### src/rtl/nnpe_pkg.sv
package nnpe_pkg;

   // Byte codes that the transformation cares about.
   localparam logic [7:0] CHAR_LF    = 8'h0A;
   localparam logic [7:0] CHAR_CR    = 8'h0D;
   localparam logic [7:0] CHAR_QUOTE = 8'h22;
   localparam logic [7:0] CHAR_PCT   = 8'h25;
   localparam logic [7:0] CHAR_ZERO  = 8'h30;
   localparam logic [7:0] CHAR_TWO   = 8'h32;
   localparam logic [7:0] CHAR_A     = 8'h41;
   localparam logic [7:0] CHAR_D     = 8'h44;

   // Mode register codes. The unused fourth code acts as MODE_BOTH.
   localparam logic [1:0] MODE_NORMALIZE = 2'd0;
   localparam logic [1:0] MODE_ESCAPE    = 2'd1;
   localparam logic [1:0] MODE_BOTH      = 2'd2;
   localparam logic [1:0] MODE_RESET     = MODE_BOTH;

   localparam logic [31:0] COUNT_MAX = 32'hFFFF_FFFF;

   typedef enum logic [2:0] {
      JOB_LITERAL,      // one byte, passed as is
      JOB_ESCAPE,       // %XY for the byte in data
      JOB_NEWLINE,      // CR LF
      JOB_NEWLINE_ESC,  // %0D%0A
      JOB_MARKER        // end marker without a byte
   } job_kind_type;

   typedef struct packed {
      job_kind_type kind;
      logic [7:0]   data;
      logic         last;
      logic [31:0]  total;
   } job_type;

   // Number of result items a job turns into.
   function automatic logic [2:0] job_len(job_kind_type kind);
      logic [2:0] len;
      unique case (kind)
         JOB_LITERAL:     len = 3'd1;
         JOB_ESCAPE:      len = 3'd3;
         JOB_NEWLINE:     len = 3'd2;
         JOB_NEWLINE_ESC: len = 3'd6;
         JOB_MARKER:      len = 3'd1;
         default:         len = 3'd1;
      endcase
      return len;
   endfunction

   // Number of real output bytes a job adds to the string length.
   function automatic logic [2:0] job_bytes(job_kind_type kind);
      return (kind == JOB_MARKER) ? 3'd0 : job_len(kind);
   endfunction

   // Byte at position idx of the expansion of a job.
   function automatic logic [7:0] job_byte(job_kind_type kind, logic [7:0] data,
                                           logic [2:0] idx);
      logic [7:0] hi;
      logic [7:0] lo;
      logic [7:0] res;
      hi = (data == CHAR_QUOTE) ? CHAR_TWO : CHAR_ZERO;
      lo = (data == CHAR_CR) ? CHAR_D : ((data == CHAR_LF) ? CHAR_A : CHAR_TWO);
      unique case (kind)
         JOB_LITERAL: res = data;
         JOB_ESCAPE: begin
            res = (idx == 3'd0) ? CHAR_PCT : ((idx == 3'd1) ? hi : lo);
         end
         JOB_NEWLINE: res = (idx == 3'd0) ? CHAR_CR : CHAR_LF;
         JOB_NEWLINE_ESC: begin
            if (idx == 3'd0 || idx == 3'd3) begin
               res = CHAR_PCT;
            end else if (idx == 3'd1 || idx == 3'd4) begin
               res = CHAR_ZERO;
            end else if (idx == 3'd2) begin
               res = CHAR_D;
            end else begin
               res = CHAR_A;
            end
         end
         JOB_MARKER: res = 8'h00;
         default:    res = 8'h00;
      endcase
      return res;
   endfunction

endpackage

### src/rtl/nnpe_front.sv
module nnpe_front
   import nnpe_pkg::*;
(
   input  logic       clock,
   input  logic       reset,
   input  logic       req_tvalid,
   output logic       req_tready,
   input  logic [7:0] req_tdata,
   input  logic       req_tlast,
   input  logic       csr_wr_en,
   input  logic [1:0] csr_wr_data,
   output logic       push_valid,
   input  logic       push_ready,
   output job_type    push_job
);

   logic [1:0]   mode_ff, mode_in;
   logic         after_cr_ff, after_cr_in;
   logic [31:0]  count_ff, count_in;

   logic         accept;
   logic         norm;
   logic         esc;
   logic         swallow;
   job_kind_type kind;
   logic [32:0]  sum;
   logic [31:0]  sat_count;

   assign req_tready = push_ready;
   assign accept     = req_tvalid && push_ready;
   assign norm       = (mode_ff != MODE_ESCAPE);
   assign esc        = (mode_ff != MODE_NORMALIZE);
   assign swallow    = norm && after_cr_ff && (req_tdata == CHAR_LF);

   always_comb begin
      after_cr_in = 1'b0;
      priority if (swallow) begin
         kind = JOB_MARKER;
      end else if (req_tdata == CHAR_CR) begin
         kind        = norm ? (esc ? JOB_NEWLINE_ESC : JOB_NEWLINE) : JOB_ESCAPE;
         after_cr_in = norm;
      end else if (req_tdata == CHAR_LF) begin
         kind = norm ? (esc ? JOB_NEWLINE_ESC : JOB_NEWLINE) : JOB_ESCAPE;
      end else if (req_tdata == CHAR_QUOTE && esc) begin
         kind = JOB_ESCAPE;
      end else begin
         kind = JOB_LITERAL;
      end
      if (req_tlast) begin
         after_cr_in = 1'b0;
      end
   end

   // Saturating running length of the string.
   assign sum       = {1'b0, count_ff} + {30'd0, job_bytes(kind)};
   assign sat_count = sum[32] ? COUNT_MAX : sum[31:0];
   assign count_in  = req_tlast ? 32'd0 : sat_count;

   assign push_job.kind  = kind;
   assign push_job.data  = req_tdata;
   assign push_job.last  = req_tlast;
   assign push_job.total = sat_count;

   // A swallowed LF in mid string leaves nothing to send.
   assign push_valid = req_tvalid && !(swallow && !req_tlast);

   assign mode_in = csr_wr_en ? csr_wr_data : mode_ff;

   always_ff @(posedge clock) begin
      if (reset) begin
         mode_ff     <= MODE_RESET;
         after_cr_ff <= 1'b0;
         count_ff    <= 32'd0;
      end else begin
         mode_ff <= mode_in;
         if (accept) begin
            after_cr_ff <= after_cr_in;
            count_ff    <= count_in;
         end
      end
   end

endmodule

### src/rtl/nnpe_queue.sv
module nnpe_queue
   import nnpe_pkg::*;
#(
   parameter int DEPTH = 2
) (
   input  logic    clock,
   input  logic    reset,
   input  logic    push_valid,
   output logic    push_ready,
   input  job_type push_job,
   output logic    pop_valid,
   input  logic    pop_ready,
   output job_type pop_job
);

   localparam int PtrWidth = (DEPTH > 1) ? $clog2(DEPTH) : 1;
   localparam int CntWidth = $clog2(DEPTH + 1);
   localparam logic [PtrWidth-1:0] PtrLast = PtrWidth'(DEPTH - 1);
   localparam logic [CntWidth-1:0] CntFull = CntWidth'(DEPTH);

   job_type             mem [DEPTH];
   logic [PtrWidth-1:0] wr_ptr_ff, wr_ptr_in;
   logic [PtrWidth-1:0] rd_ptr_ff, rd_ptr_in;
   logic [CntWidth-1:0] fill_ff, fill_in;
   logic                do_push;
   logic                do_pop;

   assign push_ready = (fill_ff != CntFull);
   assign pop_valid  = (fill_ff != '0);
   assign pop_job    = mem[rd_ptr_ff];
   assign do_push    = push_valid && push_ready;
   assign do_pop     = pop_valid && pop_ready;

   always_comb begin
      wr_ptr_in = wr_ptr_ff;
      rd_ptr_in = rd_ptr_ff;
      fill_in   = fill_ff;
      if (do_push) begin
         wr_ptr_in = (wr_ptr_ff == PtrLast) ? '0 : wr_ptr_ff + 1'b1;
      end
      if (do_pop) begin
         rd_ptr_in = (rd_ptr_ff == PtrLast) ? '0 : rd_ptr_ff + 1'b1;
      end
      if (do_push && !do_pop) begin
         fill_in = fill_ff + 1'b1;
      end else if (do_pop && !do_push) begin
         fill_in = fill_ff - 1'b1;
      end
   end

   always_ff @(posedge clock) begin
      if (reset) begin
         wr_ptr_ff <= '0;
         rd_ptr_ff <= '0;
         fill_ff   <= '0;
      end else begin
         wr_ptr_ff <= wr_ptr_in;
         rd_ptr_ff <= rd_ptr_in;
         fill_ff   <= fill_in;
      end
   end

   always_ff @(posedge clock) begin
      if (do_push) begin
         mem[wr_ptr_ff] <= push_job;
      end
   end

endmodule

### src/rtl/nnpe_back.sv
module nnpe_back
   import nnpe_pkg::*;
(
   input  logic        clock,
   input  logic        reset,
   input  logic        pop_valid,
   output logic        pop_ready,
   input  job_type     pop_job,
   output logic        rsp_tvalid,
   input  logic        rsp_tready,
   output logic [39:0] rsp_tdata,
   output logic        rsp_tlast,
   output logic [1:0]  rsp_tuser
);

   job_type     job_ff;
   logic        job_valid_ff, job_valid_in;
   logic [2:0]  idx_ff, idx_in;

   logic        rsp_valid_ff, rsp_valid_in;
   logic [7:0]  byte_ff;
   logic        byte_valid_ff;
   logic        run_last_ff;
   logic        string_end_ff;
   logic [31:0] total_ff;

   logic        out_load;
   logic        at_end;
   logic        job_done;
   logic        job_load;

   assign out_load  = !rsp_valid_ff || rsp_tready;
   assign at_end    = (idx_ff == job_len(job_ff.kind) - 3'd1);
   assign job_done  = job_valid_ff && out_load && at_end;
   assign pop_ready = !job_valid_ff || job_done;
   assign job_load  = pop_valid && pop_ready;

   always_comb begin
      job_valid_in = job_valid_ff;
      idx_in       = idx_ff;
      priority if (job_load) begin
         job_valid_in = 1'b1;
         idx_in       = 3'd0;
      end else if (job_done) begin
         job_valid_in = 1'b0;
      end else if (job_valid_ff && out_load) begin
         idx_in = idx_ff + 3'd1;
      end
      rsp_valid_in = out_load ? job_valid_ff : rsp_valid_ff;
   end

   always_ff @(posedge clock) begin
      if (reset) begin
         job_valid_ff <= 1'b0;
         idx_ff       <= 3'd0;
         rsp_valid_ff <= 1'b0;
      end else begin
         job_valid_ff <= job_valid_in;
         idx_ff       <= idx_in;
         rsp_valid_ff <= rsp_valid_in;
      end
   end

   always_ff @(posedge clock) begin
      if (job_load) begin
         job_ff <= pop_job;
      end
      if (out_load) begin
         byte_ff       <= job_byte(job_ff.kind, job_ff.data, idx_ff);
         byte_valid_ff <= (job_ff.kind != JOB_MARKER);
         run_last_ff   <= at_end;
         string_end_ff <= at_end && job_ff.last;
         total_ff      <= (at_end && job_ff.last) ? job_ff.total : 32'd0;
      end
   end

   assign rsp_tvalid = rsp_valid_ff;
   assign rsp_tdata  = {total_ff, byte_ff};
   assign rsp_tlast  = run_last_ff;
   assign rsp_tuser  = {string_end_ff, byte_valid_ff};

endmodule

### src/rtl/newline_normalize_percent_escape.sv
// Newline normalizer and percent escaper for one byte string at a time. Each request is one
// source byte, with tlast on the final byte of the string. Mode 0 rewrites every lone CR,
// lone LF or CR LF pair as CR LF; mode 1 escapes CR, LF and double quote as %0D, %0A and
// %22; mode 2 (the reset value, and also what mode 3 does) turns every newline into %0D%0A
// and escapes double quotes. An LF right after a CR is swallowed in the normalizing modes;
// if that LF ends the string, a lone end marker with byte_valid low is sent instead. Each
// response carries one output byte; tlast marks the last response of a source byte, and
// string_end with the saturating byte count of the string marks the last response of the
// string. Requests are taken at one per cycle while the job queue has room, and responses
// leave at one per cycle while the receiver is ready; a source byte expands to one to six
// responses, or none for a swallowed LF inside a string, and the output register and its
// byte sequencer set that rate. A response passes through the job queue, the job register
// and the output register after its request is accepted. The user must write the mode
// through csr_wr_en and csr_wr_data only while no request is in flight; the block itself
// does not enforce this. The mode takes effect on the next request; a change inside a
// string is allowed, and a pending CR carries over into the new mode.
module newline_normalize_percent_escape
   import nnpe_pkg::*;
#(
   parameter int QUEUE_DEPTH = 2
) (
   input  logic        clock,
   input  logic        reset,
   // Request channel.
   input  logic        req_tvalid,
   output logic        req_tready,
   input  logic [7:0]  req_tdata,   // [7:0] in_byte
   input  logic        req_tlast,   // in_last
   // Response channel.
   output logic        rsp_tvalid,
   input  logic        rsp_tready,
   output logic [39:0] rsp_tdata,   // [7:0] out_byte, [39:8] total_length
   output logic        rsp_tlast,   // run_last
   output logic [1:0]  rsp_tuser,   // [0] byte_valid, [1] string_end
   // Mode register.
   input  logic        csr_wr_en,
   input  logic [1:0]  csr_wr_data
);

   logic    push_valid;
   logic    push_ready;
   job_type push_job;
   logic    pop_valid;
   logic    pop_ready;
   job_type pop_job;

   // The front end classifies each byte and keeps the CR flag and the running length.
   nnpe_front u_front (
      .clock       (clock),
      .reset       (reset),
      .req_tvalid  (req_tvalid),
      .req_tready  (req_tready),
      .req_tdata   (req_tdata),
      .req_tlast   (req_tlast),
      .csr_wr_en   (csr_wr_en),
      .csr_wr_data (csr_wr_data),
      .push_valid  (push_valid),
      .push_ready  (push_ready),
      .push_job    (push_job)
   );

   // The queue lets the front keep taking bytes while a long expansion drains.
   nnpe_queue #(
      .DEPTH (QUEUE_DEPTH)
   ) u_queue (
      .clock      (clock),
      .reset      (reset),
      .push_valid (push_valid),
      .push_ready (push_ready),
      .push_job   (push_job),
      .pop_valid  (pop_valid),
      .pop_ready  (pop_ready),
      .pop_job    (pop_job)
   );

   // The back end steps through each job and drives the registered response.
   nnpe_back u_back (
      .clock      (clock),
      .reset      (reset),
      .pop_valid  (pop_valid),
      .pop_ready  (pop_ready),
      .pop_job    (pop_job),
      .rsp_tvalid (rsp_tvalid),
      .rsp_tready (rsp_tready),
      .rsp_tdata  (rsp_tdata),
      .rsp_tlast  (rsp_tlast),
      .rsp_tuser  (rsp_tuser)
   );

`ifndef NO_ASSERTIONS
   // The end of a string is always the end of a source byte's expansion.
   assert property (@(posedge clock) disable iff (reset)
      (rsp_tvalid && rsp_tuser[1]) |-> rsp_tlast)
      else $error("string_end without run_last");

   // Only the end marker of a string may carry no byte.
   assert property (@(posedge clock) disable iff (reset)
      (rsp_tvalid && !rsp_tuser[0]) |-> (rsp_tuser[1] && rsp_tlast))
      else $error("empty response that is not an end marker");

   // The length field is zero except on the end of a string.
   assert property (@(posedge clock) disable iff (reset)
      (rsp_tvalid && !rsp_tuser[1]) |-> (rsp_tdata[39:8] == 32'd0))
      else $error("total_length set away from string end");

   // Nothing is offered right after reset.
   assert property (@(posedge clock)
      (!reset && $past(reset)) |-> !rsp_tvalid)
      else $error("response valid right after reset");
`endif

endmodule

### config.mk
export PLATFORM = sky130hd
export DESIGN_NAME = newline_normalize_percent_escape
export DESIGN_NICKNAME = d
export VERILOG_FILES = /design/src/rtl/nnpe_pkg.sv /design/src/rtl/nnpe_front.sv /design/src/rtl/nnpe_queue.sv /design/src/rtl/nnpe_back.sv /design/src/rtl/newline_normalize_percent_escape.sv
export SDC_FILE = /design/constraint.sdc
export NUM_CORES = 1
export LEC_CHECK = 0
export ABC_AREA = 1
export BUFFER_PORTS_ARGS = -buffer_cell sky130_fd_sc_hd__buf_2
export CAP_MARGIN = 15
export CELL_PAD_IN_SITES_DETAIL_PLACEMENT = 2
export CELL_PAD_IN_SITES_GLOBAL_PLACEMENT = 2
export CORE_MARGIN = 5
export CORE_UTILIZATION = 35
export DETAILED_ROUTE_END_ITERATION = 10
export HOLD_SLACK_MARGIN = 0.05
export PLACE_DENSITY_LB_ADDON = 0.1
export RECOVER_POWER = 100
export REMOVE_ABC_BUFFERS = 1
export SLEW_MARGIN = 20
export SYNTH_ARGS = -nofsm -noshare
export SYNTH_HDL_FRONTEND = slang
export SYNTH_SLANG_ARGS = --single-unit
### constraint.sdc
create_clock -name clock -period 3.59 [get_ports clock]
set_clock_uncertainty 0.15 [all_clocks]
set_input_delay 0 -clock clock [delete_from_list [all_inputs] [get_ports clock]]
set_output_delay 0 -clock clock [all_outputs]
set_load 0.05 [all_outputs]
==> flow_summary.yaml, run 1 <==
run_status:
  outcome: "finished, violations left"
  violations: "capacitance limit, slew limit"
critical_path:
  critPathMaxStageDelay_ps: 540
  cpMaxStageDelayCell: "dlygate4sd3_1"
  startpoint: "req_tdata[7]"
  cpLargestDelayFamily: "simple AND/OR/NAND/NOR gates"
  crit_top_cell: "nor2_1"
  crit_arrival_ps: 3370
  startpoint_type: "input pin"
  end_kind: "flip-flop"
  crit_chain: "dlygate4sd3_1 -> clkbuf_1 -> inv_1 -> nand2_1 -> nor2_1 -> nand2_1 -> nor2_1 -> nand3_1 -> nand3b_1 -> nor2_1 -> ha_1 -> nand2_1 -> a21oi_4 -> nand3_1 -> nor2_1 -> nand3_1 -> and2_0"
  crit_buf_inv: 3
  crit_type: "in -> reg"
  r2r_start: "u_back.job_ff[43]"
  worstPathRequired_ps: 3690
  critical_path.max_fanout: 5
placement:
  place_ws_ps: 244.1
  dp_hpwl_um: 17560
  place_congestion: 0.7930
  portBuffers: 60
  place_inst: 1356
floorplan:
  die_area_sq_um: 30910
  dieHeight_um: 175.8
  die_w_um: 175.8
  num_rows: 60
  io_pins: 61
  start_util: 0.3560
  fp.coreArea_sq_um: 27030
job:
  drv_cap: 2
global_route:
  grt_overflow_total: 0
  grt_max_degree: 47
  grt_pass1_vias: 7689
  grt_first_pass_wirelength_um: 42030
  antenna_found_initial: 1
  globalRouteTotalUtil: 0.1720
clock_network:
  insertion_delay_ps: 530
  cts_num_sinks: 219
  numCtsBuffers: 26
  cts.htree.levels: 1
  clkTransAtPathRegs_ps: 60
  cts_buffer_depth: 3
  cts_tree: "yes"
  cts-root-buf: "clkbuf_16"
power:
  ir_drop_v: 0.0004668
  p_per_area_nw_per_um2: 791.0
  clkPwrFrac: 0.303
  intPower_uw: 5648
  power_frac_seq: 0.435
  p_leak_uw: 0.004338
  p_sw_frac: 0.3557
  power.switching_uw: 3118
  pwr-share-comb: 0.262
drt:
  avgViaCountPerCell: 4.840
  post_drt_wl_per_cell_um: 18.57
  met1_length_um: 12190
  dr.pass1.iters: 4
  routed-wl-met2_um: 13080
  highest_layer: "met4"
  wl_met3_um: 699
  ant_nets: 0
  wl_um: 26400
  drtIter0Drc: 280
  route.detailed.drc: 0
  via_count: 6878
sta:
  setup_tns_ps: 0
  fin_crit_ps: 3264
  finalSetupViolCount: 0
  fin_hold_ws_ps: 139.8
  period_share: 0.9091
  maxSlewViolCount: 92
  hold_viol_final: 0
  max_freq_ghz: 0.3064
  finalWorstSetupSlack_ps: 326.3
  rsz0062_at_grt: "false"
  slew_headroom: -0.3257
  worst_pin_slew_ps: 1986
cells_and_area:
  fillers: 3001
  final_cell_mix: "nand2_1 (343), edfxtp_1 (175), inv_1 (101)"
  layout.nets: 1086
  syn_to_final_growth_pct: 15.18
  instances_no_fill: 1421
  final_layout_size_suffix_gt1_frac: 0.07593
  layout_commonest_cell: "nand2_1"
  utilization: 0.4100
  n_antenna_cell: 0
synthesis:
  ys_types: 35
  avgSynthCellArea_sq_um: 9.919
  ys_warn_count: 0
  synth.cell_area_sq_um: 9622
  synthCells: 970
  synth.yosys.seq_area_share: 0.6377
  ys_seq_elements: 219
min_path:
  hold_class: "in -> reg"
  min-delay-start: "req_tdata[5]"
[registers in the layout (all words and copies together), names as in the netlist]
signal and flops:
u_back.byte_ff 8, u_back.byte_valid_ff 1, u_back.idx_ff 3, u_back.job_ff 44, u_back.job_valid_ff 1, u_back.rsp_tlast 1
u_back.rsp_tvalid 1, u_back.string_end_ff 1, u_back.total_ff 32, u_front.after_cr_ff 1, u_front.count_ff 32, u_front.mode_ff 2
u_queue.fill_ff 2, u_queue.mem 88, u_queue.rd_ptr_ff 1, u_queue.wr_ptr_ff 1
[power groups by stage]
stage	Combinational, uW	Clock (uW)	Sequential, uW
floorplan	978	0	4430
CTS	2450	2740	3810
detailed placement	2400	0	3860
finish	2300	2650	3820
global route	2560	2850	3880
global placement	2330	0	3820
[per-layer routing]
layer / vias to the layer above / track usage
met3: 29 / 0.02540
met5: - / 0
li1: 3334 / -
met4: 0 / 0.03346
met1: 3437 / 0.2223
met2: 78 / 0.3088
[per-stage QoR]
stage / area (sq um) / total power [uW]
after floorplan: 9478 / 5407
after global placement: 10310 / 6148
after detailed placement: 10310 / 6261
after CTS: 11350 / 9000
after global routing: 11080 / 9292
final: 11080 / 8765
[cell type report]
| type | instances | area, sq um | area share |
|---|---|---|---|
| Clock buffer | 33 | 706.9 | 0.06379 |
| Clock inverter | 15 | 162.7 | 0.01468 |
| Inverter | 104 | 390.4 | 0.03523 |
| Multi-Input combinational cell | 619 | 2769 | 0.2499 |
| Sequential cell | 219 | 6136 | 0.5537 |
| Tap cell | 341 | 426.7 | 0.03850 |
| Timing Repair Buffer | 90 | 490.5 | 0.04426 |
[worst reg2reg max path, delay by kind of cell (launching register included)]
kind | cells | cell delay, ps
buffers and inverters | 4 | 1270
flip-flops | 1 | 420
AND/OR/NAND/NOR | 6 | 880
[cell usage after synthesis (all sizes together)]
library cell    n  area share
or2             6      0.0039
ha              9       0.012
clkbuf         14      0.0055
o31ai           2      0.0016
nor3b           1     0.00078
o211ai          4      0.0031
a21oi          50       0.035
inv           104       0.041
nand2         347        0.14
nand3          54       0.042
xor2            3      0.0027
and2            1     0.00065
fa              1      0.0021
nand3b          9      0.0070
buf            14      0.0095
dfxtp          44       0.092
o21bai          1     0.00078
o21ai          17      0.0088
nor3            6      0.0031
nor2          104       0.043
edfxtp        175        0.55
nand4           1     0.00065
xnor2           2      0.0018
nor4            1     0.00065
[worst paths after layout]
check	endpoint	slack (ps)	cells past startpoint
worst max-delay path	u_queue.mem[1][24]	330	17
worst min-delay path	u_queue.mem[0][38]	140	2
worst max register to register	u_back.job_ff[6]	440	10
worst min register to register	u_queue.fill_ff[1]	350	2
[cell families (layout without fill, tap and decap cells)]
group           count (synthesis)  count (layout)  share of synthesized area
xor+xnor                        5               5                   0.004552
compound gates                 74              74                    0.04889
fa+ha+maj                      10              10                    0.01378
simple gates                  530             530                     0.2395
buf+inv                       132             242                    0.05553
flops                         219             219                     0.6377
[timing repair]
action | CTS | global route
hold endpoints to repair | 66 | 0
hold buffers | 17 | 0
buffers inserted | 0 | 0
setup endpoints to repair | 0 | 8
resized for setup | 0 | 1
No activity file was read; power rests on OpenSTA's default activity.
==> inputs of run 2 (changes only) <==
--- a/config.mk
+++ b/config.mk
@@ -11,7 +11,7 @@
 export CELL_PAD_IN_SITES_DETAIL_PLACEMENT = 2
 export CELL_PAD_IN_SITES_GLOBAL_PLACEMENT = 2
 export CORE_MARGIN = 5
-export CORE_UTILIZATION = 35
+export CORE_UTILIZATION = 39
 export DETAILED_ROUTE_END_ITERATION = 10
 export HOLD_SLACK_MARGIN = 0.05
 export PLACE_DENSITY_LB_ADDON = 0.1
==> run 2 against run 1 <==
The run still ends with capacitance limit, slew limit left. Largest cell class unchanged. Count of clock-buffer cells in the layout up 2. Highest routed layer unchanged. Sequential share of layout area up 0.60 points. First-iteration DRC count up 22%.
==> flow_summary.yaml, run 2 (synthesis results as in run 1) <==
run_status:
  outcome: "finished, violations left"
  violations: "capacitance limit, slew limit"
floorplan:
  die_w_um: 167.1
  io_pins: 61
  start_util: 0.3956
  fp.coreArea_sq_um: 24320
  die_area_sq_um: 27910
  num_rows: 57
  dieHeight_um: 167.1
cells_and_area:
  layout.nets: 1083
  registers.top_by_ff_count: "u_queue.mem"
  final_cell_area_sq_um: 10960
  syn_to_final_growth_pct: 13.94
  layout_commonest_cell: "nand2_1"
  fillers: 2645
  utilization: 0.4508
  final_cell_mix: "nand2_1 (344), edfxtp_1 (175), inv_1 (101)"
  reg_top3: "u_queue.mem: 88 flops, u_back.job_ff: 44 flops"
  final_layout_size_suffix_gt1_frac: 0.06877
  largest_register_ff_count: 88
  n_antenna_cell: 0
critical_path:
  worstPathRequired_ps: 3800
  crit_type: "in -> reg"
  critical_path.max_fanout: 15
  startpoint_type: "input pin"
  end_kind: "flip-flop"
  crit_arrival_ps: 3470
placement:
  place_congestion: 0.7854
  place_ws_ps: 550.0
  portBuffers: 60
  dp_hpwl_um: 18130
  place_area_sq_um: 10290
clock_network:
  cts_tree: "yes"
  cts.htree.levels: 1
  cts_buffer_depth: 3
  cts_num_sinks: 219
  cts-root-buf: "clkbuf_16"
  numCtsBuffers: 25
  clkTransAtPathRegs_ps: 60
  insertion_delay_ps: 530
power:
  power.switching_uw: 3192
  intPower_uw: 5537
  p_sw_frac: 0.3657
  p_per_area_nw_per_um2: 796.2
  pwr-share-comb: 0.271
  clkPwrFrac: 0.289
  ir_drop_v: 0.0005688
  p_leak_uw: 0.004301
  power_frac_seq: 0.440
sta:
  setup_tns_ps: 0
  max_freq_ghz: 0.3070
  worst_pin_slew_ps: 2079
  finalSetupViolCount: 0
  rsz0062_at_grt: "false"
  fin_crit_ps: 3257
  maxSlewViolCount: 92
  slew_headroom: -0.3878
  finalWorstSetupSlack_ps: 332.8
  period_share: 0.9073
  hold_viol_final: 0
drt:
  dr.pass1.iters: 4
  wl_um: 27800
  ant_nets: 0
  drtIter0Drc: 341
  route.detailed.drc: 0
  post_drt_wl_per_cell_um: 19.85
  avgViaCountPerCell: 4.980
  via_count: 6972
global_route:
  grt_pass1_vias: 7873
  grt_first_pass_wirelength_um: 44370
  grt_overflow_total: 0
  antenna_found_initial: 1
  grt_max_degree: 47
  globalRouteTotalUtil: 0.2009
min_path:
  hold_class: "in -> reg"
job:
  drv_cap: 2
## run 2: what timing repair did
action	CTS	global route
hold buffers	17	0
setup buffers	0	0
endpoints found under the hold margin	65	0
resized for setup	0	0
## run 2: area by class of cell
| class | count | area, sq um | share of cell area |
|---|---|---|---|
| Clock inverter | 11 | 111.4 | 0.01016 |
| Sequential cell | 219 | 6136 | 0.5597 |
| Inverter | 104 | 390.4 | 0.03561 |
| Tap cell | 324 | 405.4 | 0.03698 |
| Timing Repair Buffer | 88 | 475.5 | 0.04337 |
| Clock buffer | 35 | 693.2 | 0.06323 |
| Multi-Input combinational cell | 619 | 2751 | 0.2510 |
## run 2: stage by stage
| step | cells | total power (uW) | hold slack [ps] |
|---|---|---|---|
| finish | 1400 | 8728 | 101.3 |
| global route | 1400 | 9238 | 97.67 |
| CTS | 1400 | 8945 | 56.65 |
| detailed placement | 1337 | 6348 | 60.92 |
| global placement | 1337 | 6177 | 53.05 |
| floorplan | 942 | 5407 | -87.56 |
## run 2: path summary, 6_finish.rpt
path	from	end	cells past startpoint	slack, ps
setup / recovery	req_tdata[3]	u_front.count_ff[28]	20	330
hold / removal	req_tdata[0]	u_queue.mem[1][33]	2	100
setup reg to reg	u_back.job_ff[43]	u_back.total_ff[29]	9	430
hold reg to reg	u_front.count_ff[2]	u_front.count_ff[2]	2	330
## run 2: power groups by stage
stage	clock, uW	sequential (uW)	combinational, uW
after floorplan	0	4430	978
after global placement	0	3820	2360
after detailed placement	0	3880	2470
after CTS	2590	3840	2520
after global routing	2710	3900	2630
final	2520	3840	2370
## run 2: metal layers
| metal | vias to the layer above | track usage | share of wire |
|---|---|---|---|
| met2 | 101 | 0.3635 | 0.51 |
| met5 | - | 0 | 0 |
| met3 | 43 | 0.02560 | 0.032 |
| met4 | 0 | 0.04020 | 0.020 |
| met1 | 3499 | 0.2597 | 0.44 |
| li1 | 3329 | - | - |
## run 2: critical path, stage by stage
cell and delay [ps]:
dlygate4sd3_1 520, clkbuf_1 220, nand2_1 110, nor3_1 220, nand3_1 160, nor2_1 160, inv_1 60, nand2_1 90
inv_1 50, ha_1 230, fa_1 430, nand2_2 130, a21oi_1 100, nand2_1 180, nor2_4 50, nand2_1 80
buf_4 230, nand3_1 210, nand2_1 160, a21oi_2 80
==> inputs of run 3 (changes only) <==
--- a/config.mk
+++ b/config.mk
@@ -13,8 +13,9 @@
 export CORE_MARGIN = 5
 export CORE_UTILIZATION = 39
 export DETAILED_ROUTE_END_ITERATION = 10
+export GPL_TIMING_DRIVEN = 0
 export HOLD_SLACK_MARGIN = 0.05
-export PLACE_DENSITY_LB_ADDON = 0.1
+export PLACE_DENSITY = 0.91
 export RECOVER_POWER = 100
 export REMOVE_ABC_BUFFERS = 1
 export SLEW_MARGIN = 20
==> run 3 against run 2 <==
The run still ends with capacitance limit, slew limit left. Combinational power grew 9.7%. Global-route usage grew 6.1 points. Setup slack lost 190 ps. Critical endpoint is now u_queue.mem[1][12]. Largest cell class unchanged.
==> flow_summary.yaml, run 3 (synthesis results as in run 1) <==
cells_and_area:
  reg_top3: "u_queue.mem: 88 flops, u_back.job_ff: 44 flops"
  final_cell_mix: "nand2_1 (339), edfxtp_1 (175), inv_1 (103)"
  n_antenna_cell: 0
  layout.nets: 1080
  syn_to_final_growth_pct: 15.12
  final_layout_size_suffix_gt1_frac: 0.08209
  utilization: 0.4555
  layout_commonest_cell: "nand2_1"
  registers.top_by_ff_count: "u_queue.mem"
  largest_register_ff_count: 88
  instances_no_fill: 1396
floorplan:
  die_area_sq_um: 27910
  io_pins: 61
  die_w_um: 167.1
  fp.coreArea_sq_um: 24320
  num_rows: 57
  dieHeight_um: 167.1
  start_util: 0.3956
clock_network:
  cts_buffer_depth: 3
  clkTransAtPathRegs_ps: 70
  numCtsBuffers: 24
  cts_setup_buffers: 0
  cts-root-buf: "clkbuf_16"
  cts.htree.levels: 1
  cts_tree: "yes"
  insertion_delay_ps: 530
  cts_num_sinks: 219
critical_path:
  worstPathRequired_ps: 3580
  critPathMaxStageDelay_ps: 890
  r2r_setup_slack_ps: 140
  startpoint_type: "flip-flop"
  critical_path.max_fanout: 32
  cpMaxStageDelayCell: "clkbuf_2"
  crit_type: "reg -> reg"
  crit_chain: "inv_1 -> nor2_1 -> inv_1 -> nand3_1 -> inv_1 -> nand2_1 -> nand3_1 -> inv_1 -> clkbuf_2"
  crit_top_cell: "inv_1"
  end_kind: "flip-flop"
  crit_arrival_ps: 3440
sta:
  hold_viol_final: 0
  setup_tns_ps: 0
  period_share: 0.9608
  max_freq_ghz: 0.2899
  slew_headroom: -0.5374
  rsz0062_at_grt: "false"
  fin_crit_ps: 3449
  finalSetupViolCount: 0
  worst_pin_slew_ps: 2306
  maxSlewViolCount: 84
global_route:
  grt_pass1_vias: 8612
  grt_first_pass_wirelength_um: 56130
  grt_overflow_total: 0
  globalRouteTotalUtil: 0.2621
  grt_max_degree: 47
  antenna_found_initial: 0
power:
  total_power_uw: 9056
  p_per_area_nw_per_um2: 817.6
  ir_drop_v: 0.0003471
  p_leak_uw: 0.004366
placement:
  portBuffers: 60
  place_inst: 1333
  place_congestion: 0.7816
  dp_hpwl_um: 21600
min_path:
  hold_class: "in -> reg"
drt:
  route.detailed.drc: 0
  avgViaCountPerCell: 5.461
  wl_um: 36750
  post_drt_wl_per_cell_um: 26.32
  drtIter0Drc: 568
  via_count: 7624
  ant_nets: 0
  dr.pass1.iters: 5
job:
  drv_cap: 2
run_status:
  violations: "capacitance limit, slew limit"
  outcome: "finished, violations left"
run 3: stage by stage:
step / setup slack (ps) / hold slack (ps) / area, sq um
3_3_place_gp: -1907 / 52.82 / 10180
5_1_grt: 21.67 / 167.6 / 11080
3_5_place_dp: -153.0 / 79.50 / 10360
2_1_floorplan: -523.1 / -87.56 / 9478
4_1_cts: 26.05 / 89.22 / 11330
6_report: 140.8 / 164.7 / 11080
run 3: where the power goes:
part	leakage [uW]	total, uW	internal (uW)	switching [uW]
sequential	0.00210	3940	3600	331
clock	0.000386	2520	1430	1090
combinational	0.00188	2600	484	2120
run 3: what timing repair did:
| action | in CTS | in global routing |
|---|---|---|
| hold buffers | 19 | 0 |
| hold endpoints to repair | 66 | 0 |
| resized for setup | 1 | 6 |
| setup endpoints to repair | 36 | 81 |
run 3: layout make-up:
class / count / area [sq um]
Sequential cell: 219 / 6136
Multi-Input combinational cell: 619 / 2830
Fill cell: 2570 / 13240
Clock inverter: 10 / 76.32
Tap cell: 324 / 405.4
Timing Repair Buffer: 86 / 539.3
Clock buffer: 34 / 699.4
Inverter: 104 / 390.4
run 3: final timing paths:
path                            cells past startpoint           startpoint                   to
worst max register to register                      9   u_front.mode_ff[0]   u_queue.mem[1][12]
worst max-delay path                                9   u_front.mode_ff[0]   u_queue.mem[1][12]
worst min-delay path                                2         req_tdata[0]   u_queue.mem[0][33]
worst min register to register                      2  u_front.count_ff[0]  u_front.count_ff[0]
run 3: per-layer routing:
layer,GRT usage,up-vias,wire [um]
li1,-,3329,-
met1,0.3104,3931,14390
met2,0.4801,262,19310
met3,0.03674,102,1529
met4,0.1014,0,1511
met5,0,-,0
run 3: worst max-delay path: cells and delay by family, from the launching register on:
family	cells	cell delay, ps
and+or+nand+nor	4	720
buffers and inverters	5	1780
DFF	1	400
